$ cat src/hdl/r4ntt_pkg.sv
// shared constants, types and command struct of the radix-4 ntt unit
// used by the controller, datapath and top level
`default_nettype none
package r4ntt_pkg;
   localparam int VAL_BITS = 51;
   localparam int POINTS = 64;
   localparam int PBITS = 6;
   localparam int TW_SLOTS = 60;
   localparam int TWBITS = 6;
   localparam int MRED_STEPS = 7;

   localparam logic OP_TWIDDLE = 1'b0;
   localparam logic OP_COEF    = 1'b1;

   localparam logic CSR_MODULUS = 1'b0;
   localparam logic CSR_ROOT    = 1'b1;

   // controller commands to the datapath
   typedef enum logic [2:0] {
      DP_NOP, DP_RED_START, DP_BFLY_START, DP_EMIT_READ
   } dp_op_type;

   typedef struct packed {
      dp_op_type        op;
      logic [PBITS-1:0] p0;
      logic [PBITS-1:0] p1;
      logic [PBITS-1:0] p2;
      logic [PBITS-1:0] p3;
      logic             use_tw;
      logic [TWBITS-1:0] w1;
      logic [TWBITS-1:0] w2;
      logic [TWBITS-1:0] w3;
   } dp_cmd_type;

   typedef struct packed {
      logic busy;
   } dp_sts_type;
endpackage
`default_nettype wire

$ cat src/hdl/r4ntt_ctrl.sv
// controller: load counting, butterfly schedule of the three stages and
// result emission; uses r4ntt_pkg, drives r4ntt_datapath by command struct
`default_nettype none
module r4ntt_ctrl
   import r4ntt_pkg::*;
(
   input  wire logic                clock,
   input  wire logic                reset,
   input  wire logic                in_valid,
   output logic                     in_ready,
   input  wire logic                in_op,
   output logic                     coef_we,
   output logic [PBITS-1:0]         coef_addr,
   output logic                     tw_we,
   output dp_cmd_type               cmd,
   input  wire dp_sts_type          sts,
   input  wire logic [VAL_BITS-1:0] rd_data,
   output logic                     out_valid,
   input  wire logic                out_ready,
   output logic [VAL_BITS-1:0]      out_residue,
   output logic [PBITS-1:0]         out_position,
   output logic                     out_last
);
   localparam logic [2:0] C_LOAD  = 3'd0;
   localparam logic [2:0] C_RED   = 3'd1;
   localparam logic [2:0] C_BFLY  = 3'd2;
   localparam logic [2:0] C_WAIT  = 3'd3;
   localparam logic [2:0] C_EMRD  = 3'd4;
   localparam logic [2:0] C_EMLAT = 3'd5;
   localparam logic [2:0] C_EMIT  = 3'd6;
   localparam logic [2:0] C_RWAIT = 3'd7;

   logic [2:0] st_ff;
   logic [PBITS:0] cnt_ff;
   logic [1:0] stage_ff;
   logic [3:0] bf_ff;
   logic launched_ff;

   assign in_ready = (st_ff == C_LOAD);
   assign coef_we = in_valid && in_ready && (in_op == OP_COEF);
   assign tw_we = in_valid && in_ready && (in_op == OP_TWIDDLE);
   assign coef_addr = cnt_ff[PBITS-1:0];

   // butterfly addresses per stage
   logic [1:0] ln;
   logic [1:0] blk;
   always_comb begin
      ln = bf_ff[1:0];
      blk = bf_ff[3:2];
      cmd = '0;
      cmd.op = DP_NOP;
      unique case (stage_ff)
         2'd0: begin
            cmd.p0 = {2'd0, bf_ff};
            cmd.p1 = {2'd1, bf_ff};
            cmd.p2 = {2'd2, bf_ff};
            cmd.p3 = {2'd3, bf_ff};
            cmd.use_tw = 1'b1;
            cmd.w1 = {2'd0, bf_ff};
            cmd.w2 = {2'd1, bf_ff};
            cmd.w3 = {2'd2, bf_ff};
         end
         2'd1: begin
            cmd.p0 = {blk, 2'd0, ln};
            cmd.p1 = {blk, 2'd1, ln};
            cmd.p2 = {blk, 2'd2, ln};
            cmd.p3 = {blk, 2'd3, ln};
            cmd.use_tw = 1'b1;
            cmd.w1 = 6'd48 + {4'd0, ln};
            cmd.w2 = 6'd52 + {4'd0, ln};
            cmd.w3 = 6'd56 + {4'd0, ln};
         end
         default: begin
            cmd.p0 = {bf_ff, 2'd0};
            cmd.p1 = {bf_ff, 2'd1};
            cmd.p2 = {bf_ff, 2'd2};
            cmd.p3 = {bf_ff, 2'd3};
            cmd.use_tw = 1'b0;
         end
      endcase
      if (st_ff == C_RED && !launched_ff) cmd.op = DP_RED_START;
      if (st_ff == C_BFLY) cmd.op = DP_BFLY_START;
      if (st_ff == C_EMRD) begin
         cmd.op = DP_EMIT_READ;
         cmd.p0 = cnt_ff[PBITS-1:0];
      end
   end

   always_ff @(posedge clock) begin
      if (reset) begin
         st_ff <= C_LOAD;
         cnt_ff <= '0;
         stage_ff <= '0;
         bf_ff <= '0;
         launched_ff <= 1'b0;
         out_valid <= 1'b0;
      end else begin
         unique case (st_ff)
            C_LOAD: if (coef_we) begin
               cnt_ff <= cnt_ff + 1'b1;
               if (cnt_ff == 7'(POINTS - 1)) begin
                  st_ff <= C_RED;
                  launched_ff <= 1'b0;
               end
            end
            C_RED: begin
               launched_ff <= 1'b1;
               if (launched_ff && !sts.busy) begin
                  st_ff <= C_BFLY;
                  stage_ff <= '0;
                  bf_ff <= '0;
               end
            end
            C_BFLY: st_ff <= C_WAIT;
            C_WAIT: if (!sts.busy) begin
               bf_ff <= bf_ff + 4'd1;
               if (bf_ff == 4'd15) begin
                  if (stage_ff == 2'd2) begin
                     st_ff <= C_EMRD;
                     cnt_ff <= '0;
                  end else begin
                     stage_ff <= stage_ff + 2'd1;
                     st_ff <= C_BFLY;
                  end
               end else st_ff <= C_BFLY;
            end
            C_EMRD: st_ff <= C_EMLAT;
            C_EMLAT: begin
               out_residue <= rd_data;
               out_position <= cnt_ff[PBITS-1:0];
               out_last <= (cnt_ff == 7'(POINTS - 1));
               out_valid <= 1'b1;
               st_ff <= C_EMIT;
            end
            C_EMIT: if (out_ready) begin
               out_valid <= 1'b0;
               cnt_ff <= cnt_ff + 1'b1;
               st_ff <= (cnt_ff == 7'(POINTS - 1)) ? C_RWAIT : C_EMRD;
            end
            default: begin
               cnt_ff <= '0;
               st_ff <= C_LOAD;
            end
         endcase
      end
   end
endmodule
`default_nettype wire

$ cat config.mk
export PLATFORM = sky130hd
export DESIGN_NAME = r4ntt_ctrl
export DESIGN_NICKNAME = d
export VERILOG_FILES = /design/src/hdl/r4ntt_pkg.sv /design/src/hdl/r4ntt_ctrl.sv
export SDC_FILE = /design/constraint.sdc
export NUM_CORES = 1
export LEC_CHECK = 0
export ABC_AREA = 0
export BUFFER_PORTS_ARGS = -buffer_cell sky130_fd_sc_hd__buf_2
export CAP_MARGIN = 30
export CORE_MARGIN = 2
export CORE_UTILIZATION = 41
export DETAILED_ROUTE_END_ITERATION = 10
export PLACE_DENSITY_LB_ADDON = 0.15
export SYNTH_ARGS = -nofsm -noshare
export SYNTH_HDL_FRONTEND = slang
export SYNTH_SLANG_ARGS = --single-unit
$ cat constraint.sdc
create_clock -name clock -period 6.8 [get_ports clock]
set_clock_uncertainty 0.15 [all_clocks]
set_input_delay 0.68 -clock clock [delete_from_list [all_inputs] [get_ports clock]]
set_output_delay 0.68 -clock clock [all_outputs]
set_load 0.1 [all_outputs]
### Yosys cells after proc, flatten, opt, wreduce, memory -nomap -nowiden

Cells that the tools add are included.

* register bits after elaboration: 76
* bits of input ports: 57
* output and inout bits: 114
* logic and storage cells: 89

* add/subtract/negate cells: 6
* equality and inequality tests: 18
* mux-type cells: 33
* bitwise gates (word level): 3
* reductions and logical operators: 20

Operators with widths (count)
* one-hot mux 25 bit (2 select lines): 1
* one-hot mux 18 bit (2 select lines): 1
* 2-to-1 mux 7 bit: 5
* one-hot mux 7 bit (4 select lines): 1
* 2-to-1 mux 3 bit: 8
* one-hot mux 3 bit (7 select lines): 1
* adder 5 x 3 -> 6 bit (first input constant): 2
* 2-to-1 mux 2 bit: 5
* != test 2 bit (second input constant): 5
* AND reduction 5 bit: 2
* == test 3 bit (second input constant): 3
* 2-to-1 mux 9 bit: 1
* 2-to-1 mux 4 bit: 2
* one-hot mux 4 bit (2 select lines): 1
* adder 7 x 1 -> 7 bit (second input constant): 1
* == test 7 x 6 -> 1 bit (second input constant): 1
* == test 3 x 2 -> 1 bit (second input constant): 2
* != test 2 x 1 -> 1 bit (second input constant): 3
* AND reduction 3 bit: 2
* AND reduction 6 bit: 1
* nonzero test 2 bit: 3
* adder 4 x 3 -> 5 bit (first input constant): 1
* logical AND 1 bit: 5
* adder 4 x 1 -> 4 bit (second input constant): 1
* 14 further kinds: 22

### Depth between registers and ports, before layout

Gate-level depths: netlist of the first run.

* depth in word-level cells: 5
* mapped depth: 6
* mapped depth without buffers: 6

### Least setup slack after synthesis of the first run

Ideal clock, no wire load.

* path type: input-to-reg
* start point: input reset
* end point: register out_last (enable)
* library setup time: 0.620 ns
* arrival: 6.293 ns
* required time: 6.030 ns
* path slack: -0.263 ns
* cell stages on the path: 1
* path buffers: 0
* cells stage by stage: nor4bb_1

* word-level cells in the longest chain between the ends: 2

Ends and longest elaborated chain
* from (decl): RTL line r4ntt_ctrl.sv:8 `input wire logic reset,`
* inverter 1 bit (no source line)
* AND reduction 2 bit (no source line)
* to (signal assigned): RTL line r4ntt_ctrl.sv:131 `out_last <= (cnt_ff == 7'(POINTS - 1));`
* to (decl): RTL line r4ntt_ctrl.sv:22 `output logic out_last`

Every way passes these cells.
A chain may end at the register's enable or synchronous reset.

==> results.tsv, run 1 <==
metric	value	unit
path_clk_slew	80	ps
die_area	0.00865	mm²
syn-cell-area	0.00325	mm²
h-tree-depth	3	
dieWidth	93.0	µm
grt_max_degree	59	
synth_edf_count	58	
drt-initial-drc-count	145	
place.detailed.hpwl	5280	µm
synth_area_leaders	edfxtp_1, dfxtp_1, buf_4, mux2_2, ha_1	
slew_headroom	40.0	%
drc_errors	0	
final_cell_mix	buf_2, edfxtp_1, dfxtp_1, nand2_1, a21oi_1	
crit_slowest_cell	dfxtp_1	
fin_setup_tns	0	ps
outcome	complete, no violations	
postCtsSetupBuffers	0	
maxCapViolCount	0	
syn_inst	247	
period_share	47.0	%
power_density	210	mW/mm²
place_congestion	0.783	
drt_first_pass_iters	4	
yosys.area.top_type	edfxtp_1	
nNetsFinal	458	
pin_count	171	
hold_viol_final	0	
crit_fanout	21	
start_util	42.3	%
grt_antenna_before_repair	0	
post-place-ws	3970	ps
synth-main-ff-cell	edfxtp_1	
required	5970	ps
ys_warn_count	0	
crit_chain	inv_1, and3_1, mux2_2, buf_2	
syn_nets	310	
layout.cells.most_common	buf_2	
startpoint_type	register	
syn_to_final_growth	28.6	%
setup_viol	0	
yosys.area.top_type_share	53.6	%
drive_gt1_share	50.7	%
synth-seq-cells	76	
multi_input_area	873	µm²
leakage	0.00183	µW
power	876	µW
crit_path_end_kind	output pin	
worstSetupPathType	reg2out	
drt_wl_total	7100	µm
fillerInstances	715	
fmax	0.313	GHz
cts.path.max_buffers	2	
min_path_cells	1	
grt_pass1_wl	10800	µm
cts_made_buffers	9	
ant_nets	0	
die_h	93.0	µm
grtUsageTotal	16.4	%
clock_latency	340	ps
port_buffers	169	
first_global_vias	2135	
core	0.00769	mm²
avgSynthCellArea	13.2	µm²
rsz0062_at_grt	false	
period_minus_slack	3200	ps
drt-wirelength-per-cell	14.2	µm
min_path_type	reg2reg	
yosysSeqAreaShare	64.7	%
dr_total_vias	2378	
vias_per_cell	4.74	
arrival	2370	ps
antenna_cells	0	
slew_viol_final	0	
max-vdd-ir-drop	0.135	mV
ys_types	47	
post-place-cells	486	
cts_tree	done	
cts-root-buf	clkbuf_8	
layout_setup_ws	3600	ps
reg2regPathDepth	4	
post_cts_resized	0	
overflow	0	
rows	32	
ff_latch_area	0.00210	mm²
fin_util	54.4	%
clock_sinks	76	
cts_hold_buf	0	
tightest_slew	894	ps
slowest_delay	760	ps
synthArstFlopShare	0	%
final_cells	502	
-- worst max-delay path, delay by kind of cell, from the launching register on --
| kind | cells | cell delay (ps) |
|---|---|---|
| flip-flops | 1 | 760 |
| multiplexers | 1 | 270 |
| AND/OR/NAND/NOR | 1 | 350 |
| buffers and inverters | 2 | 650 |
-- final timing paths --
kind	start	endpoint	slack, ps
worst min-delay path	cnt_ff[6]$_SDFFE_PP0P_	cnt_ff[6]$_SDFFE_PP0P_	320
worst min register to register	cnt_ff[6]$_SDFFE_PP0P_	cnt_ff[6]$_SDFFE_PP0P_	320
worst max register to register	st_ff[0]$_SDFFE_PP0P_	stage_ff[0]$_SDFFE_PP0P_	4450
worst max-delay path	st_ff[1]$_SDFFE_PP0P_	cmd[40]	3600
-- registers in the layout, indices dropped and copies added (netlist names) --
name          flops
launched_ff       1
st_ff             3
out_residue      51
out_last          1
bf_ff             4
out_valid         1
out_position      6
stage_ff          2
cnt_ff            7
-- where the power goes --
group	total [µW]	switching [µW]	internal, µW	leakage (µW)
Sequential	501	2.25	499	0.000666
Clock	334	162	172	0.0000979
Combinational	41.0	25.9	15.1	0.00107
Total	876	190	685	0.00183
-- Yosys cell counts (2+ instances only) --
| cell | count |
|---|---|
| and3_1 | 2 |
| or2_2 | 6 |
| nor2b_1 | 4 |
| clkbuf_1 | 3 |
| a41oi_1 | 2 |
| dfxtp_1 | 18 |
| nor3_1 | 2 |
| clkbuf_8 | 3 |
| and2_1 | 3 |
| buf_4 | 26 |
| mux2_2 | 7 |
| ha_1 | 6 |
| nor3b_1 | 4 |
| mux2i_1 | 2 |
| edfxtp_1 | 58 |
| nor2_1 | 11 |
| nand2_1 | 15 |
| nand3_1 | 6 |
| o21ai_0 | 6 |
| inv_1 | 8 |
| a31oi_1 | 8 |
| or3_2 | 2 |
| a32oi_1 | 2 |
| nand2b_1 | 8 |
| a21oi_1 | 13 |
-- routing by layer --
layer	vias to the layer above	track usage [%]	part of all wire, %	routed length [µm]
met5	-	0	0	0
met4	0	5.76	1.9	133
met3	12	5.56	6.5	463
met2	99	26.0	48	3420
met1	1090	21.0	44	3090
li1	1177	-	-	-
-- cell type report --
type / instances / area share [%]
clock buffer: 11 / 3.14
timing repair buffer: 170 / 20.4
tap: 102 / 3.05
clock inverter: 5 / 1.47
multi-input combinational: 130 / 20.9
sequential: 76 / 50.3
inverter: 8 / 0.719
-- cell families (layout without fill, tap and decap cells) --
| kind of cell | count (synthesis) | count (layout) | synth area share [%] |
|---|---|---|---|
| other | 1 | 1 | 0.115 |
| muxes | 9 | 9 | 3.04 |
| buffers and inverters | 41 | 194 | 8.89 |
| adders and majority gates | 6 | 6 | 2.31 |
| and+or+nand+nor | 72 | 72 | 12.7 |
| xor gates and xnor gates | 1 | 1 | 0.270 |
| DFF | 76 | 76 | 64.7 |
| AOI/OAI and AO/OA | 41 | 41 | 8.01 |
-- metrics by stage --
step                cell area (µm²)  hold WS [ps]
global placement               3990           304
finish                         4180           320
global route                   4180           328
CTS                            4180           322
detailed placement             3990           306
floorplan                      3260           282
No activity file was read; power rests on OpenSTA's default activity.
==> inputs of run 2 (changes only) <==
==> constraint.sdc (replaced) <==
create_clock -name clock -period 2.85 [get_ports clock]
set_clock_uncertainty 0.15 [all_clocks]
set_input_delay 0.285 -clock clock [delete_from_list [all_inputs] [get_ports clock]]
set_output_delay 0.285 -clock clock [all_outputs]
set_load 0.1 [all_outputs]
==> run 2 against run 1 <==
Against the previous run:
- sequential share of layout area down 6.0 points
- sequential cell count unchanged
- first-iteration DRC count down 19%
- wire length up 9.8%
- clock-buffer cell count down 2
- register-to-register slack worse by 3900 ps
- critical endpoint unchanged
- largest power group unchanged
- largest cell class unchanged
- highest routed layer unchanged
==> results.tsv, run 2 (same netlist as run 1, synthesis figures left out) <==
metric	value	unit
crit_fanout	7	
overflow	0	
slowest_delay	410	ps
fin_hold_ws	138	ps
nNetsFinal	512	
critPathBufInv	2	
antenna_cells	0	
clock_sinks	76	
arrival	2200	ps
grt_pass1_wl	12200	µm
place_congestion	0.770	
slew_headroom	55.1	%
vias_per_cell	4.68	
dr_total_vias	2603	
pin_count	171	
layout_setup_ws	215	ps
maxCapViolCount	0	
outcome	complete, no violations	
fmax	0.380	GHz
power_density	454	mW/mm²
leakage	0.00206	µW
drt-wirelength-per-cell	14.0	µm
port_buffers	169	
setup_viol	0	
internal-power	1680	µW
clkPwrFrac	37.2	%
cts-root-buf	clkbuf_8	
die_h	93.0	µm
post-place-cells	489	
path_clk_slew	70	ps
swShare	22.0	%
clock_latency	340	ps
min_path_cells	3	
drive_gt1_share	46.7	%
rsz0062_at_grt	false	
grt_antenna_before_repair	0	
die_area	0.00865	mm²
drt-initial-drc-count	117	
reg_top3	out_residue (51), cnt_ff (7), out_position (6)	
layout.cells.most_common	buf_2	
place.detailed.hpwl	5260	µm
cpMostUsedCell	nand2_1	
combPwrFrac	7.3	%
tightest_slew	672	ps
r2r-start	st_ff[0]$_SDFFE_PP0P_	
rows	32	
period_minus_slack	2630	ps
post_cts_resized	0	
syn_to_final_growth	46.0	%
holdPathEnd	st_ff[0]$_SDFFE_PP0P_	
crit_slowest_cell	dfxtp_1	
crit_chain	inv_1, ha_1, nor2_1, nand2_1, nand2_1, mux2_2, buf_2	
path_delay_family	simple AND/OR/NAND/NOR gates	
dieWidth	93.0	µm
period_share	92.4	%
drc_errors	0	
core	0.00769	mm²
top_register	out_residue	
first_global_vias	2538	
min-delay-start	out_ready	
slew_viol_final	0	
r2r_setup_slack	530	ps
power.switching	473	µW
worstSetupPathType	reg2out	
min_path_type	in2reg	
ant_nets	0	
largest_register_ffs	51	
hold_viol_final	0	
max-vdd-ir-drop	0.344	mV
grt_max_degree	59	
reg2regPathDepth	4	
drt_first_pass_iters	4	
required	2410	ps
cts.path.max_buffers	2	
final_cells	556	
h-tree-depth	3	
crit_path_end_kind	output pin	
start_util	42.3	%
reg2reg_to	stage_ff[0]$_SDFFE_PP0P_	
drt_wl_total	7800	µm
final_cell_mix	buf_2, edfxtp_1, dlygate4sd3_1, dfxtp_1, nand2_1	
post-place-ws	558	ps
cts_made_buffers	9	
grtUsageTotal	18.2	%
startpoint_type	register	
power_frac_seq	55.5	%
cts_tree	done	
[run 2: changes by cell type in the layout (fill, tap and decap cells not counted), moves of 2 or more]
| cell | before | now |
|---|---|---|
| dlygate4sd3_1 | 0 | 51 |
| buf_4 | 1 | 3 |
| clkbuf_1 | 2 | 0 |
| clkinv_1 | 0 | 2 |
| clkinv_4 | 2 | 0 |
| inv_6 | 1 | 3 |
| nand2b_1 | 8 | 6 |
| nand2b_2 | 0 | 2 |
[run 2: worst max-delay path by stage]
stage | from | endpoint | cells after the start
after floorplan | stage_ff[0]$_SDFFE_PP0P_ | cmd[37] | 5
after global placement | st_ff[0]$_SDFFE_PP0P_ | stage_ff[0]$_SDFFE_PP0P_ | 4
after detailed placement | st_ff[0]$_SDFFE_PP0P_ | stage_ff[0]$_SDFFE_PP0P_ | 4
after CTS | stage_ff[0]$_SDFFE_PP0P_ | cmd[40] | 7
after global routing | stage_ff[0]$_SDFFE_PP0P_ | cmd[40] | 7
final | stage_ff[0]$_SDFFE_PP0P_ | cmd[40] | 7
[run 2: what timing repair did]
action                     4_1_cts  5_1_grt
hold buffers                    51        0
hold endpoints to repair        51        0
buffers inserted                 0        0
setup endpoints to repair        0        0
[run 2: worst min-delay path, delay by kind of cell]
family                 cells  cell delay (ps)
AO/OA/AOI/OAI              2              180
buffers and inverters      1              120
[run 2: per-layer routing]
| layer | global-route usage, % | up-vias | routed length, µm |
|---|---|---|---|
| li1 | - | 1285 | - |
| met1 | 21.2 | 1202 | 3110 |
| met2 | 32.5 | 101 | 4080 |
| met3 | 4.27 | 15 | 470 |
| met4 | 6.99 | 0 | 150 |
| met5 | 0 | - | 0 |
[run 2: area by class of cell]
class | instances | area [µm²]
clock buffer | 9 | 124
clock inverter | 7 | 71.3
fill | 621 | 2940
inverter | 8 | 30.0
multi-input combinational | 130 | 888
sequential | 76 | 2100
tap | 102 | 128
timing repair buffer | 224 | 1400
[run 2: per-stage QoR]
| step | util, % | total power [µW] | setup TNS, ps | cell area [µm²] |
|---|---|---|---|---|
| after floorplan | - | 1270 | -21300 | 3290 |
| after global routing | 61.7 | 2240 | 0 | 4740 |
| after CTS | 61.7 | 2180 | 0 | 4740 |
| final | 61.7 | 2150 | 0 | 4740 |
| after global placement | 52.5 | 1320 | 0 | 4040 |
| after detailed placement | 52.5 | 1320 | 0 | 4040 |
[run 2: power by group through the flow]
stage / combinational [µW] / clock, µW / sequential [µW]
floorplan: 56.0 / 0 / 1220
global placement: 97.9 / 0 / 1220
detailed placement: 99.9 / 0 / 1220
CTS: 155 / 826 / 1190
global route: 167 / 874 / 1200
finish: 157 / 802 / 1190
